## src/design/u8lcd_pkg.sv

```systemverilog
// ----------------------------------------------------------------------------
// u8lcd_pkg
// shared types and constants of the polish utf-8 to lcd charset converter
// ----------------------------------------------------------------------------
package u8lcd_pkg;

   localparam logic [1:0] LEAD_NONE = 2'd0;
   localparam logic [1:0] LEAD_C3   = 2'd1;
   localparam logic [1:0] LEAD_C4   = 2'd2;
   localparam logic [1:0] LEAD_C5   = 2'd3;

   localparam logic [7:0] BYTE_C3 = 8'hC3;
   localparam logic [7:0] BYTE_C4 = 8'hC4;
   localparam logic [7:0] BYTE_C5 = 8'hC5;

   localparam logic [7:0] CHAR_QMARK   = 8'h3F;
   localparam logic [7:0] CHAR_LOWER_A = 8'h61;
   localparam logic [7:0] CHAR_LOWER_Z = 8'h7A;
   localparam logic [7:0] CASE_OFFSET  = 8'h20;

   typedef struct packed {
      logic       hold;
      logic [1:0] lead;
      logic [7:0] char_code;
   } decode_type;

endpackage

```

## src/design/u8lcd_map.sv

```systemverilog
// ----------------------------------------------------------------------------
// u8lcd_map
// decodes one byte against the held lead byte into a display code
// ----------------------------------------------------------------------------
module u8lcd_map
   import u8lcd_pkg::*;
(
   input  logic [7:0]  in_byte,
   input  logic        in_last,
   input  logic [1:0]  pending_lead,
   input  logic        upper_mode,
   output decode_type  result
);

   logic [7:0] pair_char;

   always_comb begin
      pair_char = CHAR_QMARK;
      unique case (pending_lead)
         LEAD_C4: begin
            case (in_byte)
               8'h85:   pair_char = upper_mode ? 8'h41 : 8'h00;
               8'h84:   pair_char = 8'h41;
               8'h87:   pair_char = upper_mode ? 8'h43 : 8'h01;
               8'h86:   pair_char = 8'h43;
               8'h99:   pair_char = upper_mode ? 8'h45 : 8'h02;
               8'h98:   pair_char = 8'h45;
               default: pair_char = CHAR_QMARK;
            endcase
         end
         LEAD_C5: begin
            case (in_byte)
               8'h82:   pair_char = upper_mode ? 8'h4C : 8'h03;
               8'h81:   pair_char = 8'h4C;
               8'h84:   pair_char = upper_mode ? 8'h4E : 8'h04;
               8'h83:   pair_char = 8'h4E;
               8'h9B:   pair_char = upper_mode ? 8'h53 : 8'h06;
               8'h9A:   pair_char = 8'h53;
               8'hBA:   pair_char = upper_mode ? 8'h5A : 8'h7A;
               8'hB9:   pair_char = 8'h5A;
               8'hBC:   pair_char = upper_mode ? 8'h5A : 8'h07;
               8'hBB:   pair_char = 8'h5A;
               default: pair_char = CHAR_QMARK;
            endcase
         end
         LEAD_C3: begin
            case (in_byte)
               8'hB3:   pair_char = upper_mode ? 8'h4F : 8'h05;
               8'h93:   pair_char = 8'h4F;
               default: pair_char = CHAR_QMARK;
            endcase
         end
         LEAD_NONE: pair_char = CHAR_QMARK;
         default:   pair_char = CHAR_QMARK;
      endcase
   end

   always_comb begin
      result.hold      = 1'b0;
      result.lead      = LEAD_NONE;
      result.char_code = in_byte;
      if (pending_lead != LEAD_NONE) begin
         result.char_code = pair_char;
      end else if (in_byte == BYTE_C3 || in_byte == BYTE_C4 || in_byte == BYTE_C5) begin
         result.char_code = CHAR_QMARK;
         if (!in_last) begin
            result.hold = 1'b1;
            if (in_byte == BYTE_C3) begin
               result.lead = LEAD_C3;
            end else if (in_byte == BYTE_C4) begin
               result.lead = LEAD_C4;
            end else begin
               result.lead = LEAD_C5;
            end
         end
      end else if (upper_mode && in_byte >= CHAR_LOWER_A && in_byte <= CHAR_LOWER_Z) begin
         result.char_code = in_byte - CASE_OFFSET;
      end
   end

endmodule

```

## src/design/utf8_polish_to_lcd_charset.sv

```systemverilog
// ----------------------------------------------------------------------------
// utf8_polish_to_lcd_charset
// polish utf-8 byte stream to character-lcd code converter
// ----------------------------------------------------------------------------
// One byte per clock in, one display code per decoded character out. Each
// accepted byte lands in an input register; from there the small decode
// table and the held lead byte produce the result into the output register,
// and the block sustains one byte per cycle, stalling only while the output
// register is held by rsp_tready. Lead bytes 0xC3-0xC5 give no beat unless
// they end the string, which gives a '?' beat. A string is cut at
// MAX_LEN-1 characters: that character carries rsp_tlast and the rest of the
// string up to req_tlast is dropped. upper_mode is written through csr_we.
// ----------------------------------------------------------------------------
module utf8_polish_to_lcd_charset
   import u8lcd_pkg::*;
#(
   parameter int MAX_LEN = 64
)
(
   input  logic       clock,
   input  logic       reset,
   input  logic       csr_we,
   input  logic       csr_wdata,
   input  logic       req_tvalid,
   output logic       req_tready,
   input  logic [7:0] req_tdata,   // in_byte
   input  logic       req_tlast,   // in_last
   output logic       rsp_tvalid,
   input  logic       rsp_tready,
   output logic [7:0] rsp_tdata,   // out_char
   output logic       rsp_tlast    // out_last
);

   localparam int CW = $clog2(MAX_LEN);
   localparam logic [CW-1:0] LIMIT = CW'(MAX_LEN - 1);

   logic          upper_ff, upper_in;
   logic          in_valid_ff, in_valid_in;
   logic [7:0]    in_byte_ff, in_byte_in;
   logic          in_last_ff, in_last_in;
   logic [1:0]    lead_ff, lead_in;
   logic [CW-1:0] count_ff, count_in;
   logic          trunc_ff, trunc_in;
   logic          rsp_valid_ff, rsp_valid_in;
   logic [7:0]    rsp_char_ff, rsp_char_in;
   logic          rsp_last_ff, rsp_last_in;

   logic          out_free;
   logic          advance;
   logic          at_limit;
   logic [CW-1:0] count_inc;
   decode_type    dec;

   u8lcd_map map_i (
      .in_byte      (in_byte_ff),
      .in_last      (in_last_ff),
      .pending_lead (lead_ff),
      .upper_mode   (upper_ff),
      .result       (dec)
   );

   assign out_free   = !rsp_valid_ff || rsp_tready;
   assign advance    = in_valid_ff && out_free;
   assign req_tready = !in_valid_ff || advance;
   assign count_inc  = count_ff + 1'b1;
   assign at_limit   = (count_inc == LIMIT);

   always_comb begin
      upper_in     = csr_we ? csr_wdata : upper_ff;
      in_valid_in  = in_valid_ff;
      in_byte_in   = in_byte_ff;
      in_last_in   = in_last_ff;
      lead_in      = lead_ff;
      count_in     = count_ff;
      trunc_in     = trunc_ff;
      rsp_valid_in = rsp_valid_ff;
      rsp_char_in  = rsp_char_ff;
      rsp_last_in  = rsp_last_ff;

      if (rsp_tready) begin
         rsp_valid_in = 1'b0;
      end

      if (advance) begin
         in_valid_in = 1'b0;
         if (trunc_ff) begin
            if (in_last_ff) begin
               trunc_in = 1'b0;
               count_in = '0;
               lead_in  = LEAD_NONE;
            end
         end else if (dec.hold) begin
            lead_in = dec.lead;
         end else begin
            rsp_valid_in = 1'b1;
            rsp_char_in  = dec.char_code;
            rsp_last_in  = in_last_ff || at_limit;
            lead_in      = LEAD_NONE;
            if (in_last_ff) begin
               count_in = '0;
            end else begin
               count_in = count_inc;
               trunc_in = at_limit;
            end
         end
      end

      if (req_tvalid && req_tready) begin
         in_valid_in = 1'b1;
         in_byte_in  = req_tdata;
         in_last_in  = req_tlast;
      end
   end

   always_ff @(posedge clock) begin
      if (reset) begin
         upper_ff     <= 1'b0;
         in_valid_ff  <= 1'b0;
         lead_ff      <= LEAD_NONE;
         count_ff     <= '0;
         trunc_ff     <= 1'b0;
         rsp_valid_ff <= 1'b0;
      end else begin
         upper_ff     <= upper_in;
         in_valid_ff  <= in_valid_in;
         lead_ff      <= lead_in;
         count_ff     <= count_in;
         trunc_ff     <= trunc_in;
         rsp_valid_ff <= rsp_valid_in;
      end
   end

   always_ff @(posedge clock) begin
      in_byte_ff  <= in_byte_in;
      in_last_ff  <= in_last_in;
      rsp_char_ff <= rsp_char_in;
      rsp_last_ff <= rsp_last_in;
   end

   assign rsp_tvalid = rsp_valid_ff;
   assign rsp_tdata  = rsp_char_ff;
   assign rsp_tlast  = rsp_last_ff;

endmodule

```

## config.mk

```make
export PLATFORM = sky130hd
export DESIGN_NAME = utf8_polish_to_lcd_charset
export DESIGN_NICKNAME = d
export VERILOG_FILES = /design/src/design/u8lcd_pkg.sv /design/src/design/u8lcd_map.sv /design/src/design/utf8_polish_to_lcd_charset.sv
export SDC_FILE = /design/constraint.sdc
export NUM_CORES = 1
export LEC_CHECK = 0
export ABC_AREA = 1
export BUFFER_PORTS_ARGS = -buffer_cell sky130_fd_sc_hd__buf_4
export CORE_ASPECT_RATIO = 0.8
export CORE_MARGIN = 4
export CORE_UTILIZATION = 35
export CTS_CLUSTER_SIZE = 25
export DETAILED_ROUTE_END_ITERATION = 12
export PLACE_DENSITY_LB_ADDON = 0.2
export SYNTH_ARGS = -nofsm -noshare
export SYNTH_HDL_FRONTEND = slang
export SYNTH_HIERARCHICAL = 1
export SYNTH_SLANG_ARGS = --single-unit
```

## constraint.sdc

```tcl
create_clock -name clock -period 2.29 [get_ports clock]
set_clock_uncertainty 0.15 [all_clocks]
set_input_delay 0.229 -clock clock [delete_from_list [all_inputs] [get_ports clock]]
set_output_delay 0.229 -clock clock [all_outputs]
set_load 0.03 [all_outputs]
```

==> flow_summary.json <==
{
  "cts_made_buffers": 5,
  "yosysWarnings": 6,
  "synthesis.area_mm2": 0.001927,
  "first_pass_iters": 5,
  "port-buffer-count": 25,
  "whs_endpoint": "upper_ff$_SDFFE_PP0P_",
  "finalSetupTns_ns": 0,
  "cpMaxStageDelayCell": "edfxtp_1",
  "synth-edff-count": 18,
  "max_stage_delay_ns": 0.47,
  "yosys_register_bits": 30,
  "dp.final_hpwl_um": 3633,
  "crit_fanout": 8,
  "ios": 26,
  "grt_max_degree": 11,
  "nets": 341,
  "vias": 1852,
  "worst_setup_path_start_kind": "register",
  "synth_top_area_frac": 0.2805,
  "max_freq_mhz": 475.8,
  "r2r_cells": 7,
  "drtIter0Drc": 123,
  "synth_area_leaders": "edfxtp_1 28%, nand2_1 16%, dfxtp_1 12%",
  "root_buffer": "clkbuf_8",
  "path_clk_slew_ns": 0.06,
  "start_util": 0.3720,
  "wl_per_cell_um": 12.14,
  "synthTopCellsByCount": "84 x nand2_1, 33 x nor2_1, 32 x inv_1, 31 x nand3_1, 18 x edfxtp_1",
  "hold_viol_final": 0,
  "syn-instance-count": 277,
  "p_leak_nw": 1.093,
  "worst_ep_arrival_time_ns": 1.93,
  "hold_path_depth": 3,
  "grt_pass1_wl_um": 7693,
  "routed_wl_um": 4687,
  "viasPerCell": 4.798,
  "synth.most_common_cell": "nand2_1",
  "worstReg2RegEnd": "rsp_tdata[3]$_DFFE_PP_",
  "rows": 23,
  "power_density_mw_per_mm2": 502.1,
  "avgSynthCellArea_um2": 6.956,
  "yosysTopAreaCell": "edfxtp_1",
  "dieArea_mm2": 0.006764,
  "drv_cap": 0,
  "critPathBufInv": 2,
  "setup_viol": 0,
  "drive_above_1_share": 0.1944,
  "timing.rr.start": "in_byte_ff[0]$_DFFE_PP_",
  "areaGrowthSynthToFinish_pct": 25.71,
  "end_kind": "register",
  "crit_path_cell_trace": "inv_1, nand2_1, nor2_2, o21ai_2, nor3_2, nor3_1, buf_4",
  "drc": 0,
  "critPathTopFamily": "simple AND/OR/NAND/NOR gates",
  "fin_crit_ns": 2.102,
  "grt_use_total": 0.1430,
  "hp-class": "input port to register",
  "grt_overflow": 0,
  "die_h_um": 74.37,
  "n_antenna_cell": 0,
  "path_class": "register to register",
  "outcome": "finished clean",
  "stdcell_count": 386,
  "synth_cell_type_count": 27,
  "worstHoldStart": "csr_wdata",
  "grt_pass1_vias": 1608,
  "antenna_found_initial": 0,
  "core_area_mm2": 0.005180,
  "ys_seq_area_frac": 0.4052,
  "drv_slew": 0,
  "worst_ep_required_time_ns": 2.12,
  "cts_sinks": 30,
  "reg2reg_slack_ns": 0.19,
  "cts_tree": "done",
  "period_share": 0.9177,
  "place_congestion": 0.8800,
  "synth_fp_nets": 295,
  "clk_latency_ns": 0.28,
  "vdd_drop_max_v": 0.0003643,
  "maxSlewHeadroom": 0.7333,
  "tightest_slew_ns": 0.3970,
  "dp_cells": 365,
  "antenna_left": 0,
  "htree_num_levels": 2,
  "ys.flop_type": "edfxtp_1",
  "synthArstFlopShare": 0,
  "fp.dieW_um": 90.96,
  "clockBufferDepth": 2
}
[layer usage]
metal / global-route usage / vias up / share of wire
li1: - / 996 / -
met1: 0.2055 / 787 / 0.52
met2: 0.2080 / 67 / 0.41
met3: 0.04348 / 2 / 0.067
met4: 0.04013 / 0 / 0.0062
met5: 0 / - / 0
[where the power goes]
group          leakage, nW  switching, mW  internal, mW
logic                0.776          0.104        0.0684
clock network       0.0482          0.183         0.242
registers            0.269         0.0197         0.599
[placed cells by master (no fill, tap or decap)]
master / synthesis / layout
nand2_1: 84 / 84
inv_1: 32 / 32
nor2_1: 33 / 32
nand3_1: 31 / 31
buf_4: 0 / 31
edfxtp_1: 18 / 18
a21oi_1: 12 / 12
dfxtp_1: 12 / 12
o21ai_0: 11 / 11
dlygate4sd3_1: 0 / 10
nor2_2: 7 / 8
clkbuf_8: 0 / 6
nand2_2: 5 / 5
nand4_1: 5 / 5
o21ai_2: 3 / 3
nor3_1: 3 / 3
ha_1: 3 / 3
o21ai_1: 3 / 3
a21oi_2: 2 / 2
nand3_2: 2 / 2
inv_2: 2 / 2
o21bai_2: 1 / 1
nand3b_1: 1 / 1
clkinv_2: 0 / 1
clkbuf_1: 1 / 1
o211ai_1: 1 / 1
nor2_4: 1 / 1
o2111ai_1: 1 / 1
and2_1: 1 / 1
nor3_2: 1 / 1
[cell families (layout without fill, tap and decap cells)]
logic type / count (synthesis) / after routing / synth area share
adder cells (fa/ha/maj): 3 / 3 / 0.01948
AND/OR/NAND/NOR: 174 / 174 / 0.4000
buffers and inverters: 36 / 83 / 0.07078
AO/OA/AOI/OAI: 34 / 34 / 0.1045
flip-flops: 30 / 30 / 0.4052
[worst reg2reg max path: stages (launching register included)]
cell,delay [ns]
edfxtp_1,0.47
inv_1,0.12
nand2_1,0.11
nor2_2,0.07
o21ai_2,0.19
nor3_2,0.08
nor3_1,0.36
buf_4,0.25
[through the flow]
step                      cell area (um^2)  hold WS, ns  setup WS [ns]  power (mW)  utilization
after floorplan                       1927       0.1728         0.1088      0.7211            -
after global placement                2206       0.2575         0.2729      0.7828       0.4258
after detailed placement              2206       0.2585         0.1850      0.7826       0.4258
after CTS                             2397      0.04226         0.1615       1.229       0.4628
after global routing                  2422      0.04299     -0.0001288       1.286       0.4676
final                                 2422      0.05024         0.1884       1.216       0.4676
[registers in the layout, summed over array words and instances (netlist names)]
signal,count
rsp_tvalid,1
in_byte_ff,8
in_last_ff,1
upper_ff,1
rsp_tlast,1
trunc_ff,1
count_ff,6
rsp_tdata,8
lead_ff,2
in_valid_ff,1
[repair_timing]
item	CTS	global route
hold endpoints to repair	10	0
hold buffers	10	0
resized for setup	0	1
buffers inserted	0	3
setup endpoints to repair	0	3
[worst max-delay path by stage]
| stage | start | end | cells after the start |
|---|---|---|---|
| after floorplan | in_byte_ff[0]$_DFFE_PP_ | rsp_tdata[0]$_DFFE_PP_ | 6 |
| after global placement | in_byte_ff[5]$_DFFE_PP_ | count_ff[1]$_SDFFE_PP0P_ | 9 |
| after detailed placement | in_byte_ff[1]$_DFFE_PP_ | rsp_tdata[3]$_DFFE_PP_ | 7 |
| after CTS | in_byte_ff[1]$_DFFE_PP_ | rsp_tdata[3]$_DFFE_PP_ | 7 |
| after global routing | in_byte_ff[0]$_DFFE_PP_ | count_ff[0]$_SDFFE_PP0P_ | 10 |
| final | in_byte_ff[0]$_DFFE_PP_ | rsp_tdata[3]$_DFFE_PP_ | 7 |
[final cells by class]
type | count | area, um^2
fill | 493 | 2758
multi-input combinational | 211 | 1012
sequential | 30 | 780.7
timing repair buffer | 41 | 332.8
inverter | 34 | 127.6
clock buffer | 7 | 86.33
tap | 62 | 77.57
clock inverter | 1 | 5.005
No activity file was read; power rests on OpenSTA's default activity.
